===== config.mk =====
export PLATFORM = sky130hd
export DESIGN_NAME = sbs_ram
export DESIGN_NICKNAME = d
export VERILOG_FILES = /design/src/hdl/sbs_ram.sv
export SDC_FILE = /design/constraint.sdc
export NUM_CORES = 1
export LEC_CHECK = 0
export BUFFER_PORTS_ARGS = -buffer_cell sky130_fd_sc_hd__buf_2
export CAP_MARGIN = 25
export CORE_MARGIN = 1
export CORE_UTILIZATION = 45
export DETAILED_ROUTE_END_ITERATION = 6
export GPL_TIMING_DRIVEN = 0
export MAX_ROUTING_LAYER = met4
export PLACE_DENSITY = 0.67
export SYNTH_ARGS = -nofsm -noshare
export SYNTH_HDL_FRONTEND = slang
export SYNTH_SLANG_ARGS = --single-unit
export TNS_END_PERCENT = 1

===== constraint.sdc =====
create_clock -name clk_i -period 2.2 [get_ports clk_i]
set_input_delay 0.44 -clock clk_i [delete_from_list [all_inputs] [get_ports clk_i]]
set_output_delay 0.44 -clock clk_i [all_outputs]
set_load 0.005 [all_outputs]

===== src/hdl/sbs_ram.sv =====
// Generic simple dual-port RAM with one write port and a registered read port.
module sbs_ram #(
  parameter int unsigned WIDTH = 8,
  parameter int unsigned DEPTH = 16
) (
  input  logic                     clk_i,
  input  logic                     we_i,
  input  logic [$clog2(DEPTH)-1:0] waddr_i,
  input  logic [WIDTH-1:0]         wdata_i,
  input  logic                     re_i,
  input  logic [$clog2(DEPTH)-1:0] raddr_i,
  output logic [WIDTH-1:0]         rdata_o
);

  logic [WIDTH-1:0] mem_q [DEPTH];
  logic [WIDTH-1:0] rdata_q;

  // Write port
  always_ff @(posedge clk_i) begin
    if (we_i) begin
      mem_q[waddr_i] <= wdata_i;
    end
  end

  // Registered read port
  always_ff @(posedge clk_i) begin
    if (re_i) begin
      rdata_q <= mem_q[raddr_i];
    end
  end

  assign rdata_o = rdata_q;

endmodule


### Word-level counts from Yosys, hierarchy flattened

Memories as Yosys holds them, arrays and structs flattened. A register that Yosys moved wholly into a read port is not among the register bits.
Index checks and enable logic that the tools add are counted.

* flip-flop bits (word level): 0
* RAM bits: 128
* output and inout port bits: 8
* memories kept: 1

Memory list
* mem_q: words 16, width 8, rd ports 1, clocked after memory_dff 1, wr ports 1, RTL line 15 `logic [WIDTH-1:0] mem_q [DEPTH];`

* mux-type cells: 2

Operators with widths (number)
* 1-bit 2-to-1 mux: 2

### Logic depth before layout (Yosys ltp)

* depth in word-level cells: 2
* gate-level depth with buffers: 5
* gate-level depth less buffers: 3

### Worst setup path before layout

Ideal clock, no wire load.

* kind: input port to flip-flop
* from: input waddr_i[2]
* to: memory mem_q[0][0], enable pin
* library setup time: 0.383 ns
* data arrival time: 1.550 ns
* required time: 1.817 ns
* setup slack: 0.267 ns
* stages: 2
* path buffers: 0
* cells stage by stage: or3b_2 > nor3_1

RTL lines
* from (decl): RTL line 8 `input logic [$clog2(DEPTH)-1:0] waddr_i,`
* to (decl): RTL line 15

No word-level cell before the write port.

### Final worst setup path

* from: input waddr_i[2]
* to: memory mem_q[0][2], enable pin

No word-level cell before the write port.

==> flow_summary_export.csv <==
group,metric,value,unit
clock_tree,postCtsSetupRepairBufs,0,
timing,relSlewSlack,0.442,
synth,synth-edff-count,136,
drt,vias,2400,
cells_and_area,utilization,0.552,
floorplanning,core,11100,µm²
cells_and_area,fillers,846,
outcome,status,"finished, final reports clean",
synth,ys_seq_area_frac,0.781,
worst_hold_path,hold_path_depth,1,
power_and_ir_drop,p_per_area,962,nW/µm²
synth,syn-instance-count,229,
synth,synth_top_family_by_area,"multiplexers",
setup_path,criticalPathCategory,"primary input to register",
synth,synth_top_area_frac,0.781,
timing,skew,0.00647,ns
synth,avgSynthCellArea,22.8,µm²
synth,synth.most_common_cell,"edfxtp_1",
setup_path,path_cells,"buf_2 -> or3b_2 -> nor3_1 -> buf_2",
setup_path,reg2reg_to,"rdata_o[0]",
global_routing,track_usage,0.188,
timing,fin_hold_ws,0.394,ns
synth,synth_area,5230,µm²
floorplanning,io-pin-count,27,
timing,drv_slew,0,
setup_path,end_kind,"register",
placed_design,port_buffers,25,
timing,worstMarginPinSlew,0.830,ns
cells_and_area,syn2layout_area_growth,16.9,%
setup_path,cpMaxStageDelayCell,"nor3_1",
setup_path,worst-endpoint-arrival,2.03,ns
power_and_ir_drop,power,5.88,mW
clock_tree,cts_max_level,4,
clock_tree,cts.root.buffer_cell,"clkbuf_16",
clock_tree,path_clk_slew,0.06,ns
setup_path,rr_worst_depth,3,
synth,yosysUniqueCellTypes,18,
drt,drt-total-wl,9700,µm
global_routing,antenna_found_initial,0,
synth,ys_warn_count,0,
clock_tree,clkSinkCount,136,
synth,async_flop_share,0,
setup_path,path_delay_family,"simple AND/OR/NAND/NOR gates",
setup_path,required,2.31,ns
floorplanning,fp.dieH,110,µm
timing,min_period,1.93,ns
clock_tree,cts_buffers,17,
setup_path,cp-startpoint,"waddr_i[2]",
clock_tree,cts_buffer_depth,2,
floorplanning,fp-row-count,38,
synth,synth_commonest_cells,"edfxtp_1, mux4_2, a22oi_1",
worst_hold_path,hp-class,"primary input to register",
drt,drt-wirelength-per-cell,22.7,µm
power_and_ir_drop,vdd_ir_drop_max,654,µV
placed_design,post-place-cells,398,
timing,setup_ws,0.274,ns
synth,synth-compound-area-share,0.0230,
synth,synth_mux_area_frac,0.148,
drt,dr.pass1.iters,5,
synth,syn-num-nets,248,
floorplanning,start_util,0.472,
drt,viasPerCell,5.61,
cells_and_area,nets,296,
setup_path,critPathMaxFanout,5,
cells_and_area,antennaDiodeCount,0,
drt,drc,0,
placed_design,hpwl,6190,µm
floorplanning,die-width,110,µm
timing,period_share,0.875,
clock_tree,cts_tree,"done",
global_routing,grt_pass1_wl,14700,µm
synth,synthAdderAreaFrac,0,
setup_path,crit_buf_inv,2,
synth,synth_area_leaders,"edfxtp_1, mux4_2, mux4_1",
global_routing,grt_max_degree,17,
global_routing,overflow,0,
drt,drt_first_iter_violations,183,
run,drv_cap,0,
setup_path,crit_end,"mem_q[0][2]",
timing,rsz0062_at_grt,"false",
placed_design,gp_congestion,0.721,
clock_tree,post_cts_resize_count,0,
timing,setup_viol,0,
clock_tree,cts_hold_buf,0,
setup_path,cp.depth,4,
setup_path,rrSetupSlack,0.60,ns
drt,antenna_left,0,
synth,yosysTopAreaCell,"edfxtp_1",
setup_path,cpPeakStageDelay,0.66,ns
setup_path,r2r-start,"mem_q[1][0]",
synth,synthFlopType,"edfxtp_1",
placed_design,dp_slack,-0.190,ns
floorplanning,die_area,12100,µm²
timing,final-hold-violation-count,0,
setup_path,cpMostUsedCell,"buf_2",
power_and_ir_drop,leakage,2.05,nW
synth,synth-seq-cells,136,
synth,synth_xor_area_frac,0,
cells_and_area,layout-drive-gt1-share,0.299,
global_routing,grt_pass1_vias,2460,
clock_tree,insertion_delay,0.40,ns
setup_path,crit_path_start_kind,"primary input",
synth,yosys.area_share.simple,0.0314,
timing,fmax,519,MHz
cells_and_area,finalNonFillerCells,428,
## registers in the layout, summed over array words and instances (netlist names)
signal and count:
mem_q 128, rdata_o 8
## power by group
group	leakage (nW)	switching, mW	internal [mW]
Sequential	1.24	0.0121	2.92
Combinational	0.539	0.160	0.113
Clock	0.270	1.02	1.65
Total	2.05	1.20	4.68
## through the flow
stage	instance area, µm²	setup TNS (ns)
finish	6110	0
global route	6110	0
CTS	6110	0
detailed placement	5550	-0.761
global placement	5530	-2.67
floorplan	5230	0
## cell type report
type | count | area (µm²) | area share
Buffer | 10 | 86.3 | 0.0141
Clock buffer | 17 | 425 | 0.0696
Clock inverter | 13 | 133 | 0.0217
Multi-Input combinational cell | 83 | 1060 | 0.173
Sequential cell | 136 | 4080 | 0.668
Tap cell | 140 | 175 | 0.0287
Timing Repair Buffer | 29 | 150 | 0.0246
## per-layer routing
layer | track usage | vias to the layer above | part of all wire
met5 | - | - | 0
met2 | 0.268 | 81 | 0.48
met1 | 0.260 | 1234 | 0.46
met4 | 0.0686 | 0 | 0.015
met3 | 0.0522 | 9 | 0.044
li1 | - | 1076 | -
## worst min-delay path by stage
stage            startpoint           to  slack [ns]
2_1_floorplan    wdata_i[0]  mem_q[0][0]        0.54
3_3_place_gp   mem_q[11][1]   rdata_o[1]        0.75
3_5_place_dp   mem_q[11][3]   rdata_o[3]        0.77
4_1_cts                re_i   rdata_o[7]        0.38
5_1_grt                re_i   rdata_o[7]        0.37
6_report               re_i   rdata_o[7]        0.39
## cell usage in the layout, fill, tap and decap left out, drive strengths merged
master	count
clkdlybuf4s25	3
a22oi	16
nand2b	2
edfxtp	136
nor2b	1
buf	36
nand3	1
nor3	4
nand2	9
nor2	13
clkbuf	17
clkinvlp	2
clkinv	8
mux4	32
and2	1
or3b	1
bufinv	2
and2b	1
nand3b	2
inv	1
## logic make-up after synthesis
logic type,after synthesis
flip-flops,136
AND/OR/NAND/NOR,35
multiplexers,32
AO/OA/AOI/OAI,16
buffers and inverters,10
No activity file was read; power rests on OpenSTA's default activity.
