--- config.mk ---
export PLATFORM = sky130hd
export DESIGN_NAME = sbs_div
export DESIGN_NICKNAME = d
export VERILOG_FILES = /design/src/hdl/sbs_pkg.sv /design/src/hdl/sbs_div.sv
export SDC_FILE = /design/constraint.sdc
export NUM_CORES = 1
export LEC_CHECK = 0
export BUFFER_PORTS_ARGS = -buffer_cell sky130_fd_sc_hd__buf_4
export CORE_MARGIN = 5
export CORE_UTILIZATION = 55
export DETAILED_ROUTE_END_ITERATION = 16
export GPL_ROUTABILITY_DRIVEN = 0
export GPL_TIMING_DRIVEN = 0
export PLACE_DENSITY_LB_ADDON = 0.3
export REMOVE_ABC_BUFFERS = 1
export SYNTH_ARGS = -nofsm -noshare
export SYNTH_HDL_FRONTEND = slang
export SYNTH_SLANG_ARGS = --single-unit
--- constraint.sdc ---
create_clock -name clk_i -period 5.9 [get_ports clk_i]
set_input_delay 0.59 -clock clk_i [delete_from_list [all_inputs] [get_ports clk_i]]
set_output_delay 0.59 -clock clk_i [all_outputs]
set_load 0.02 [all_outputs]
--- src/hdl/sbs_pkg.sv ---
// Shared constants, types and state encodings for the symbol histogram scorer.
package sbs_pkg;

  // Configuration defaults for the top level
  localparam int unsigned SBS_NUM_BINS   = 257;
  localparam int unsigned SBS_COUNT_BITS = 24;

  // Fixed field widths of the channels
  localparam int unsigned SYM_W   = 16;
  localparam int unsigned REST_W  = 24;
  localparam int unsigned CNT_W   = 24;
  localparam int unsigned SCORE_W = 32;

  // Symbol codes
  localparam logic [SYM_W-1:0] NULL_CODE   = 16'hFFFF;
  localparam logic [SYM_W-1:0] PTR_RESET   = 16'hFFFE;
  localparam int unsigned      PTR_BIN_IDX = 256;

  // Score arithmetic in Q16
  localparam int unsigned LG_FRAC_BITS = 16;
  localparam int unsigned LG_STEPS     = 16;
  localparam int unsigned SCORE_BIAS   = 16 << LG_FRAC_BITS;

  // Top level sequencer
  typedef enum logic [2:0] {
    ST_RUN,
    ST_CHECK,
    ST_LGL,
    ST_LGN,
    ST_DIV,
    ST_OUT
  } sbs_state_e;

  // Log2 unit sequencer
  typedef enum logic [1:0] {
    LG_IDLE,
    LG_NORM,
    LG_SQ
  } sbs_lg_state_e;

endpackage

--- src/hdl/sbs_div.sv ---
// Restoring signed divider, one quotient bit a cycle, truncating toward zero.
module sbs_div #(
  parameter int unsigned VW = sbs_pkg::SBS_COUNT_BITS
) (
  input  logic               clk_i,
  input  logic               rst_ni,
  input  logic               start_i,
  input  logic signed [31:0] num_i,
  input  logic [VW-1:0]      den_i,
  output logic               done_o,
  output logic signed [31:0] quo_o
);

  logic          busy_q, done_q;
  logic [4:0]    cnt_q;
  logic [31:0]   a_q, q_q;
  logic [VW-1:0] rem_q, den_q;
  logic          neg_q;
  logic [VW:0]   trial;
  logic          ge;
  logic [31:0]   q_next;

  // One restoring step
  assign trial  = {rem_q, a_q[31]};
  assign ge     = trial >= {1'b0, den_q};
  assign q_next = {q_q[30:0], ge};

  always_ff @(posedge clk_i or negedge rst_ni) begin
    if (!rst_ni) begin
      busy_q <= 1'b0;
      done_q <= 1'b0;
      cnt_q  <= '0;
    end else begin
      done_q <= 1'b0;
      if (start_i && !busy_q) begin
        busy_q <= 1'b1;
        cnt_q  <= '0;
      end else if (busy_q) begin
        cnt_q <= cnt_q + 1'b1;
        if (cnt_q == 5'd31) begin
          busy_q <= 1'b0;
          done_q <= 1'b1;
        end
      end
    end
  end

  // Operand and quotient path
  always_ff @(posedge clk_i) begin
    if (start_i && !busy_q) begin
      a_q   <= num_i[31] ? 32'(-num_i) : 32'(num_i);
      neg_q <= num_i[31];
      den_q <= den_i;
      rem_q <= '0;
      q_q   <= '0;
    end else if (busy_q) begin
      a_q   <= a_q << 1;
      rem_q <= ge ? VW'(trial - {1'b0, den_q}) : VW'(trial);
      q_q   <= q_next;
    end
  end

  assign done_o = done_q;
  assign quo_o  = neg_q ? -$signed(q_q) : $signed(q_q);

endmodule

* Yosys cells after proc, flatten, opt, wreduce, memory -nomap -nowiden
Cells that the tools add are included.
** Cells by class
- Reductions and logical operators :: 3
- Muxes and demuxes :: 13
- $lt $le $gt $ge :: 1
- Equality and inequality tests :: 1
- Add/subtract/negate cells :: 4
** Operators by type and width (count)
- $mux W32 :: 4
- $neg A32 Y32 :: 2
- $ge A25 B24 Y1 :: 1
- $mux W24 :: 1
- $sub A24 B24 Y24 :: 1
- $mux W5 :: 2
- $mux W1 :: 6
- $add A5 B1 Y5 const B :: 1
- $eq A5 B5 Y1 const B :: 1
- $reduce_bool A2 Y1 :: 1
- $logic_and A1 B1 Y1 :: 1
- $logic_not A1 Y1 :: 1
** Storage, ports and cells
- Logic and storage cells :: 30
- Input bits :: 59
- Output and inout port bits :: 33
- Bits in registers :: 120

* Logic depth before layout (Yosys ltp)
- Word-level depth :: 4
- Gate-level depth with buffers :: 12
- Gate-level depth less buffers :: 11

* Worst setup path after synthesis
OpenSTA, ideal clock, no wires.
- Path kind :: reg2out
- Start :: register q_q[10]
- End :: output port quo_o[29]
- Arrival time :: 2.576 ns
- Path slack :: 2.734 ns
- Cell stages (with the launch flop) :: 9
- Cells stage by stage :: dfxtp_1 -> or4_4 -> nor4_2 -> nand4_1 -> or2_1 -> or3_4 -> or3_4 -> o31ai_4 -> xnor2_1
** Between the ends
- Word-level cells in the longest chain between the ends :: 2
** RTL lines
- start: declaration :: line sbs_div.sv:16 : logic [31:0] a_q, q_q;
- start signal: assignment :: line sbs_div.sv:59 : q_q <= q_next;
- $neg A32 Y32 :: line sbs_div.sv:64 : assign quo_o = neg_q ? -$signed(q_q) : $signed(q_q);
- $mux W32 :: line sbs_div.sv:64
- end: declaration :: line sbs_div.sv:11 : output logic signed [31:0] quo_o
No other way between the ends.

* Final worst setup path
Ends and elaborated chain as after synthesis.

==> impl_metrics.tcl <==
set metrics [dict create \
    status "complete, no violations" \
    drc 0 \
    critPathKind "flip-flop to output pin" \
    io_pins 92 \
    die_y_um 124 \
    worst_pin_slew_ps 1250 \
    hold_class "input port to flip-flop" \
    post_cts_resize_count 0 \
    yosysUniqueCellTypes 57 \
    worstPathCellList "or4_4 > nor4_2 > nand4_1 > or2_1 > or3_4 > or3_4 > o31ai_4 > xnor2_1 > buf_4" \
    n_antenna_cell 0 \
    start_kind "flip-flop" \
    synth_area_um2 7110 \
    drive_gt1_share_pct 16.3 \
    hold_slack_ps 347 \
    layout.nets 959 \
    slowest_delay_ps 590 \
    clk_latency_ps 420 \
    crit_top_cell "or3_4" \
    syn_avg_cell_area_um2 8.93 \
    cts_buffer_depth 2 \
    clockRootBuffer "clkbuf_16" \
    placed_area_um2 7940 \
    critPathCaptureType "output pin" \
    final_cell_area_um2 8510 \
    ir_drop_mv 0.264 \
    antenna_found_initial 0 \
    hold_viol 0 \
    drt_first_pass_iters 5 \
    cp_top_family "simple AND/OR/NAND/NOR gates" \
    wl_um 15200 \
    drv_cap 0 \
    grt_overflow 0 \
    setup_viol 0 \
    ant_nets 0 \
    tritoncts "yes" \
    synth_edf_count 57 \
    crit_buf_inv 1 \
    critPathMaxFanout 7 \
    yosysSeqAreaShare_pct 42.3 \
    routedWlPerCell_um 14.4 \
    grt_pass1_wl_um 25300 \
    ys_ff_latch 120 \
    r2r_slack_ps 2530 \
    r2r_end "rem_q[20]$_SDFFE_PP0P_" \
    holdPathStages 1 \
    portBuffers 91 \
    slew_headroom_pct 16.6 \
    async_reset_ff_share_pct 5.83 \
    grt_usage_pct 20.5 \
    hp-start "den_i[2]" \
    die_w_um 124 \
    fin_tns_setup_ps 0 \
    post-route-period-util_pct 65.2 \
    synthCells 796 \
    cts_setup_buffers 0 \
    crit_start "q_q[10]$_SDFFE_PP0P_" \
    critical_path_required_ps 5310 \
    dpl.hpwl_um 10800 \
    r2r_start "den_q[4]$_DFFE_PP_" \
    fin_crit_ps 3850 \
    slew_violations 0 \
    mostFrequentLayoutCells "nand2_1 (140), buf_4 (91), o21ai_0 (88)" \
    rsz0062_at_grt "no" \
    p_per_area_nw_per_um2 538 \
    cts.sinks 120 \
    leakagePower_nw 3.55 \
    grt_pass1_vias 5600 \
    numCtsBuffers 17 \
    start_util_pct 56.3 \
    min_to "den_q[2]$_DFFE_PP_" \
    max_freq_mhz 260 \
    cpMaxStageDelayCell "or4_4" \
    coreArea_um2 12600 \
    power.total_mw 4.58 \
    std_cell_rows 41 \
    cp.arrival_ps 3260 \
    htree_levels 4 \
    grt_max_degree 123 \
    ys_warn_count 0 \
    vias 5865 \
    yosys_most_used_dff "edfxtp_1" \
    clk_pin_slew_worst_paths_ps 50 \
    final_common_cell "nand2_1" \
    finClkSkew_ps 9.82 \
    drtIter0Drc 323 \
    r2r.worst_path.cells 11 \
    utilization_pct 67.5 \
    area_growth_pct 19.8 \
    die_area_um2 15300 \
    vias_per_cell 5.55 \
]
## cells in the mapped netlist, drive strengths merged, types with 8 or more instances
| master | n | area share, % |
|---|---|---|
| nor3 | 8 | 0.56 |
| nor2 | 25 | 1.3 |
| o31ai | 20 | 2.5 |
| nand3 | 25 | 1.8 |
| ha | 28 | 4.9 |
| nand2b | 43 | 3.8 |
| edfxtp | 57 | 24 |
| o41ai | 10 | 1.2 |
| xor2 | 34 | 4.2 |
| o21ai | 93 | 6.5 |
| xnor2 | 45 | 5.5 |
| inv | 36 | 1.9 |
| dfxtp | 56 | 16 |
| a21oi | 16 | 1.1 |
| or3 | 10 | 1.0 |
| clkbuf | 36 | 1.9 |
| o211ai | 19 | 2.0 |
| nor4 | 9 | 1.1 |
| nand2 | 140 | 7.4 |
## power breakdown
part           switching (mW)  internal [mW]
Sequential              0.332           1.26
Combinational            1.08          0.942
Clock                   0.352          0.618
Total                    1.77           2.82
## timing repair
| item | in CTS | in global routing |
|---|---|---|
| hold endpoints to repair | 7 | 0 |
| setup endpoints to repair | 0 | 0 |
| hold buffers | 1 | 0 |
## flip-flops by register name, indices dropped and copies added (netlist names)
signal and count:
a_q 32, busy_q 1, den_q 24, q_q 32, rem_q 24, done_o 1, cnt_q 5, neg_q 1
## metal layers
| metal | vias to the layer above | global-route usage [%] | part of all wire [%] |
|---|---|---|---|
| li1 | 2974 | - | - |
| met1 | 2721 | 26.7 | 46 |
| met2 | 143 | 33.1 | 47 |
| met3 | 27 | 4.63 | 5.2 |
| met4 | 0 | 7.89 | 2.0 |
| met5 | - | 0 | 0 |
## how the worst max path moves through the flow
stage,end,slack [ps],cells past startpoint
2_1_floorplan,den_q[0]$_DFFE_PP_,1750,2
3_3_place_gp,den_q[9]$_DFFE_PP_,310,2
3_5_place_dp,quo_o[31],2490,9
4_1_cts,quo_o[31],2030,9
5_1_grt,quo_o[28],1790,8
6_report,quo_o[29],2050,9
## final cells by class
cell class              instances  area, um^2
fillers                      1039        4110
clock buffers                  26         532
inverters                      36         135
repair buffers                 95         756
flip-flops and latches        120        3010
clock inverters                 6        35.0
well taps                     172         215
multi-input cells             601        3830
## logic make-up (layout without fill, tap and decap cells)
group	count (synthesis)	after routing	share of synthesized area [%]
compound gates	194	194	17.5
xor+xnor	79	79	9.74
fa+ha+maj	29	29	5.21
buf+inv	75	163	4.01
flops	120	120	42.3
mux	6	6	0.863
simple gates	293	293	20.4
## stage by stage
step	cells	worst slack, ps
after floorplan	757	1750
after global placement	1020	312
after detailed placement	1023	2490
after CTS	1056	2030
after global routing	1056	1790
final	1056	2050
No activity file was read; power rests on OpenSTA's default activity.
