`src/hdl/sbs_pkg.sv`:
```
// Shared constants, types and state encodings for the symbol histogram scorer.
package sbs_pkg;

  // Configuration defaults for the top level
  localparam int unsigned SBS_NUM_BINS   = 257;
  localparam int unsigned SBS_COUNT_BITS = 24;

  // Fixed field widths of the channels
  localparam int unsigned SYM_W   = 16;
  localparam int unsigned REST_W  = 24;
  localparam int unsigned CNT_W   = 24;
  localparam int unsigned SCORE_W = 32;

  // Symbol codes
  localparam logic [SYM_W-1:0] NULL_CODE   = 16'hFFFF;
  localparam logic [SYM_W-1:0] PTR_RESET   = 16'hFFFE;
  localparam int unsigned      PTR_BIN_IDX = 256;

  // Score arithmetic in Q16
  localparam int unsigned LG_FRAC_BITS = 16;
  localparam int unsigned LG_STEPS     = 16;
  localparam int unsigned SCORE_BIAS   = 16 << LG_FRAC_BITS;

  // Top level sequencer
  typedef enum logic [2:0] {
    ST_RUN,
    ST_CHECK,
    ST_LGL,
    ST_LGN,
    ST_DIV,
    ST_OUT
  } sbs_state_e;

  // Log2 unit sequencer
  typedef enum logic [1:0] {
    LG_IDLE,
    LG_NORM,
    LG_SQ
  } sbs_lg_state_e;

endpackage

```
`src/hdl/sbs_lg.sv`:
```
// Iterative log2 unit: leading-one search one bit a cycle, then 16 squaring steps.
module sbs_lg #(
  parameter int unsigned W = sbs_pkg::SBS_COUNT_BITS
) (
  input  logic         clk_i,
  input  logic         rst_ni,
  input  logic         start_i,
  input  logic [W-1:0] x_i,
  output logic         done_o,
  output logic [31:0]  res_o
);

  localparam int unsigned EW = $clog2(W);
  localparam int unsigned KW = $clog2(sbs_pkg::LG_STEPS);

  sbs_pkg::sbs_lg_state_e st_q, st_d;
  logic [W-1:0]                      xn_q, xn_d;
  logic [EW-1:0]                     e_q, e_d;
  logic [31:0]                       m_q, m_d;
  logic [sbs_pkg::LG_FRAC_BITS-1:0]  frac_q, frac_d;
  logic [KW-1:0]                     k_q, k_d;
  logic                              done_q, done_d;
  logic [63:0]                       prod;
  logic [32:0]                       sh;

  // Square of the Q1.31 mantissa, scaled back by 31
  assign prod = 64'(m_q) * 64'(m_q);
  assign sh   = prod[63:31];

  always_ff @(posedge clk_i or negedge rst_ni) begin
    if (!rst_ni) begin
      st_q   <= sbs_pkg::LG_IDLE;
      done_q <= 1'b0;
      k_q    <= '0;
    end else begin
      st_q   <= st_d;
      done_q <= done_d;
      k_q    <= k_d;
    end
  end

  always_ff @(posedge clk_i) begin
    xn_q   <= xn_d;
    e_q    <= e_d;
    m_q    <= m_d;
    frac_q <= frac_d;
  end

  // Next state: normalize, then extract fraction bits
  always_comb begin
    st_d   = st_q;
    xn_d   = xn_q;
    e_d    = e_q;
    m_d    = m_q;
    frac_d = frac_q;
    k_d    = k_q;
    done_d = 1'b0;
    case (st_q)
      sbs_pkg::LG_IDLE: begin
        if (start_i) begin
          xn_d   = x_i;
          e_d    = EW'(W - 1);
          frac_d = '0;
          st_d   = sbs_pkg::LG_NORM;
        end
      end
      sbs_pkg::LG_NORM: begin
        if (xn_q[W-1]) begin
          m_d  = 32'(xn_q) << (32 - W);
          k_d  = '0;
          st_d = sbs_pkg::LG_SQ;
        end else begin
          xn_d = xn_q << 1;
          e_d  = e_q - 1'b1;
        end
      end
      sbs_pkg::LG_SQ: begin
        if (sh[32]) begin
          m_d = sh[32:1];
        end else begin
          m_d = sh[31:0];
        end
        frac_d = {frac_q[sbs_pkg::LG_FRAC_BITS-2:0], sh[32]};
        k_d    = k_q + 1'b1;
        if (k_q == KW'(sbs_pkg::LG_STEPS - 1)) begin
          done_d = 1'b1;
          st_d   = sbs_pkg::LG_IDLE;
        end
      end
      default: begin
        st_d = sbs_pkg::LG_IDLE;
      end
    endcase
  end

  assign done_o = done_q;
  assign res_o  = 32'({e_q, frac_q});

endmodule

```
`config.mk`:
```
export PLATFORM = sky130hd
export DESIGN_NAME = sbs_lg
export DESIGN_NICKNAME = d
export VERILOG_FILES = /design/src/hdl/sbs_pkg.sv /design/src/hdl/sbs_lg.sv
export SDC_FILE = /design/constraint.sdc
export NUM_CORES = 2
export LEC_CHECK = 0
export ABC_AREA = 1
export BUFFER_PORTS_ARGS = -buffer_cell sky130_fd_sc_hd__clkbuf_2
export CORE_UTILIZATION = 54
export DETAILED_ROUTE_END_ITERATION = 10
export PLACE_DENSITY_LB_ADDON = 0.25
export REMOVE_ABC_BUFFERS = 1
export SLEW_MARGIN = 30
export SYNTH_ARGS = -nofsm -noshare
export SYNTH_HDL_FRONTEND = slang
export SYNTH_SLANG_ARGS = --single-unit
```
`constraint.sdc`:
```
create_clock -name clk_i -period 6.7 [get_ports clk_i]
set_input_delay 0.67 -clock clk_i [delete_from_list [all_inputs] [get_ports clk_i]]
set_output_delay 0.67 -clock clk_i [all_outputs]
set_load 0.01 [all_outputs]
```
* Word-level counts from Yosys, hierarchy flattened
Cells that the tools add are included.
Word-level totals: logic and storage cells 46, register bits 84, bits of input ports 27, output and inout bits 33
Operators by class: muxes and demuxes 19, multiply operators 1, equality and inequality tests 7, reduce and logical (&&, ||, !) cells 9, add/sub/neg operators 2
Operators by type and width (count):
- multiplier 32 x 32 -> 64 bit | 1
- two-way mux 32 bit | 2
- one-hot mux 32 bit (2 select lines) | 1
- two-way mux 24 bit | 2
- one-hot mux 24 bit (2 select lines) | 1
- one-hot mux 16 bit (2 select lines) | 1
- two-way mux 16 bit | 1
- two-way mux 5 bit | 2
- one-hot mux 5 bit (2 select lines) | 1
- != test 2 bit (second input constant) | 4
- one-hot mux 4 bit (2 select lines) | 1
- two-way mux 2 bit | 3
- one-hot mux 2 bit (3 select lines) | 1
- AND reduction 2 bit | 3
- AND reduction 3 bit | 2
- nonzero test 2 bit | 3
- subtractor 5 x 1 -> 5 bit (second input constant) | 1
- adder 4 x 1 -> 4 bit (second input constant) | 1
- == test 4 bit (second input constant) | 1
- two-way mux 4 bit | 1
- == test 2 x 1 -> 1 bit (second input constant) | 1
- == test 2 bit (second input constant) | 1
- zero test 2 bit | 1
- two-way mux 1 bit | 2

* Depth between registers and ports, before layout
depth in word-level cells 3, gate-level depth with buffers 36, mapped depth without buffers 34

* Worst setup path after synthesis
Ideal clock, no wire load.
path type register to register, start point register m_q[4], end point register m_q[25], data pin, cell stages (with the launch flop) 30, arrival time 6.734 ns, library setup time 0.258 ns, path buffers 3, path slack -0.291 ns, required time 6.442 ns, period minus slack after synthesis 6.991 ns, path through edfxtp_1 > clkbuf_1 > buf_1 > nand2_1 > fa_1 > inv_1 > fa_1 > inv_1 > fa_1 > fa_1 > inv_1 > fa_1 > inv_1 > fa_1 > inv_1 > fa_1 > fa_1 > ha_1 > nand2_1 > nor2_1 > nand2_1 > nor2_1 > nand2_1 > nand2_2 > nand2_4 > nand3_2 > nand2_8 > buf_12 > nand3_2 > nand3_2
On the way: word-level cells in the longest chain between the ends 3
RTL lines:
- start, declared | RTL line sbs_lg.sv:19 | logic [31:0] m_q, m_d;
- start signal, assigned | RTL line sbs_lg.sv:45 | m_q <= m_d;
- multiplier 32 x 32 -> 64 bit | RTL line sbs_lg.sv:27 | assign prod = 64'(m_q) * 64'(m_q);
- two-way mux 32 bit | RTL line sbs_lg.sv:78 | if (sh[32]) begin
- one-hot mux 32 bit (2 select lines) | RTL line sbs_lg.sv:58 | case (st_q)
- named net m_d[25] | RTL line sbs_lg.sv:19
The timed path passes the listed nets, and every way through them passes these cells. A chain may end at the register's enable or synchronous reset.

* Worst setup path in the final report
start point register m_q[14], end point register m_q[19], data pin
Same word-level chain as after synthesis.

==> impl_metrics.tcl <==
set metrics [dict create \
    run_status "finished, violations left" \
    violations "negative setup slack" \
    nNetsFinal 5987 \
    layout_commonest_cell "inv_1" \
    synth_top_family_by_area "adder cells" \
    regToRegSetupSlack_ns -0.41 \
    synth-compound-area-share_pct 2.52 \
    avgSynthCellArea_um2 8.10 \
    design.die.area_um2 66800 \
    ys_seq_area_share_pct 7.00 \
    clock_path_buffers 2 \
    via_count 28200 \
    wl_per_cell_um 16.8 \
    yosysUniqueCellTypes 49 \
    synthArstFlopShare_pct 8.33 \
    die_h_um 259 \
    top_level_ports 60 \
    yosysTopAreaCell "fa_1" \
    rsz0062_at_grt "yes" \
    crit_path_frequent_cell "fa_1" \
    numCtsBuffers 9 \
    die_x_um 259 \
    grt_use_total_pct 30.0 \
    crit_family "adder cells" \
    maxCapViolations 0 \
    rr_endpoint "m_q[19]" \
    pre_cts_slack_ns -0.518 \
    finalCritPeriodShare_pct 106 \
    synth.area.top_cells "fa_1 (45%), inv_1 (16%), nand2_1 (11%)" \
    drc 0 \
    critPathCaptureType "flip-flop" \
    grt_max_degree 51 \
    fp-row-count 93 \
    worst_slew_pin_slew_ns 0.934 \
    grt_pass1_wl_mm 156 \
    critPathMaxStageDelay_ns 0.58 \
    insertion_delay_ns 0.37 \
    setup_viol 33 \
    syn_inst 4385 \
    cts_sinks 84 \
    crit_buf_inv 12 \
    fmax_mhz 141 \
    synth_seq_cells 84 \
    clock_tree.root_cell "clkbuf_16" \
    start_util_pct 54.9 \
    filler_cell_count 5426 \
    multi_input_area_um2 27900 \
    io_buffers 48 \
    core-area_um2 64700 \
    hold_buffers 0 \
    syn2layout_area_growth_pct 19.0 \
    path_class "flip-flop to flip-flop" \
    dr.pass1.iters 5 \
    viasPerCell 4.93 \
    slew_violations 0 \
    yosys_warnings 0 \
    synth_simple_gate_area_share_pct 16.6 \
    arrival_ns 7.23 \
    synthAdderAreaFrac_pct 55.2 \
    drt-total-wl_mm 96.3 \
    crit_slowest_cell "fa_1" \
    synth.area.mux_share_pct 0 \
    gr-total-overflow 0 \
    ctsHtreeMaxLevel 3 \
    path_max_fanout 6 \
    first_iter_violations 1719 \
    fin_crit_ns 7.11 \
    antenna_found_initial 0 \
    place_hpwl_mm 80.1 \
    synth_area_um2 35500 \
    synth-xor-area-share_pct 1.42 \
    rr_startpoint "m_q[14]" \
    grt_pass1_vias 30400 \
    synth_ff_type "edfxtp_1" \
    fin_ws_ns -0.406 \
    finalHoldViolations 0 \
    clk_pin_slew_ns 0.08 \
    yosys.area.top_type_share_pct 44.6 \
    gp_congestion 0.999 \
    final_cell_mix "inv_1 (1,452), nand2_1 (1,016), fa_1 (769)" \
    slew_headroom_pct 37.7 \
    finClkSkew_ns 0.0146 \
    num_antenna_cells 0 \
    critPathLaunchType "flip-flop" \
    tritoncts "built" \
    min_path_type "input port to asynchronous set/reset pin" \
    r2r_cells 33 \
    drive_gt1_share_pct 18.1 \
    synth_edf_count 77 \
    seq_area_um2 2490 \
    required_ns 6.82 \
    ant_nets 0 \
]
[layout make-up]
type	count	share of cell area, %
multi-input combinational	2706	66.0
tap	855	2.53
timing repair buffer	585	11.8
inverter	1482	13.2
clock inverter	7	0.180
clock buffer	9	0.533
sequential	84	5.88
[logic make-up after synthesis]
kind of cell	Yosys count
adders and majority gates	1092
and+or+nand+nor	1403
buffers and inverters	1610
DFF	84
AOI/OAI and AO/OA	139
xor gates and xnor gates	56
other	1
[registers in the layout, summed over array words and instances, names as in the netlist]
signal,flops
done_o,1
e_q,5
frac_q,16
k_q,4
m_q,32
st_q,2
xn_q,24
[synth_stat cells (6+ instances only)]
master and count:
a21oi_1 59, a22o_1 23, buf_1 14, buf_4 13
clkbuf_1 92, dfrtp_1 7, edfxtp_1 77, fa_1 791
ha_1 301, inv_1 1473, inv_2 7, nand2_1 1081
nand2_2 14, nand3_1 88, nand3_2 39, nand4_1 13
nor2_1 121, nor2_2 6, nor3_1 10, nor4_1 7
o21ai_0 22, o21bai_1 18, or2_2 6, xnor2_1 20
xor2_1 34
[repair_timing]
item	CTS	global route
setup buffers	36	11
gates resized for setup	150	77
setup endpoints to repair	33	33
pin swaps	71	22
gates cloned	7	3
[per-layer routing]
| metal | vias to the layer above | share of wire, % | GRT usage, % |
|---|---|---|---|
| met3 | 186 | 5.8 | 2.60 |
| met2 | 819 | 49 | 51.9 |
| met1 | 13900 | 40 | 39.5 |
| met5 | - | 0 | 0 |
| met4 | 0 | 4.3 | 10.9 |
| li1 | 13300 | - | - |
[metrics by stage]
stage               setup TNS (ns)  cells  utilization, %  cell area (um^2)  hold WS (ns)
floorplan                    -8.28   4267               -             35000         0.374
global placement            -11.98   5657            62.5             40400         0.480
detailed placement          -13.38   5657            62.5             40400         0.488
global route                -19.56   5728            65.4             42300         0.132
CTS                          -9.05   5714            64.7             41900         0.125
finish                      -12.26   5728            65.4             42300         0.126
[how the worst max path moves through the flow]
stage | start | end | slack (ns) | depth (start not counted)
2_1_floorplan | m_q[13] | m_q[31] | -0.30 | 32
3_3_place_gp | m_q[19] | m_q[10] | -0.48 | 26
3_5_place_dp | m_q[17] | m_q[10] | -0.52 | 30
4_1_cts | m_q[14] | m_q[31] | -0.31 | 29
5_1_grt | m_q[8] | m_q[30] | -0.63 | 32
6_report | m_q[14] | m_q[19] | -0.41 | 33
Power is not shown: default switching activity piles up to over one toggle a cycle in this logic, so the estimate is an artifact.
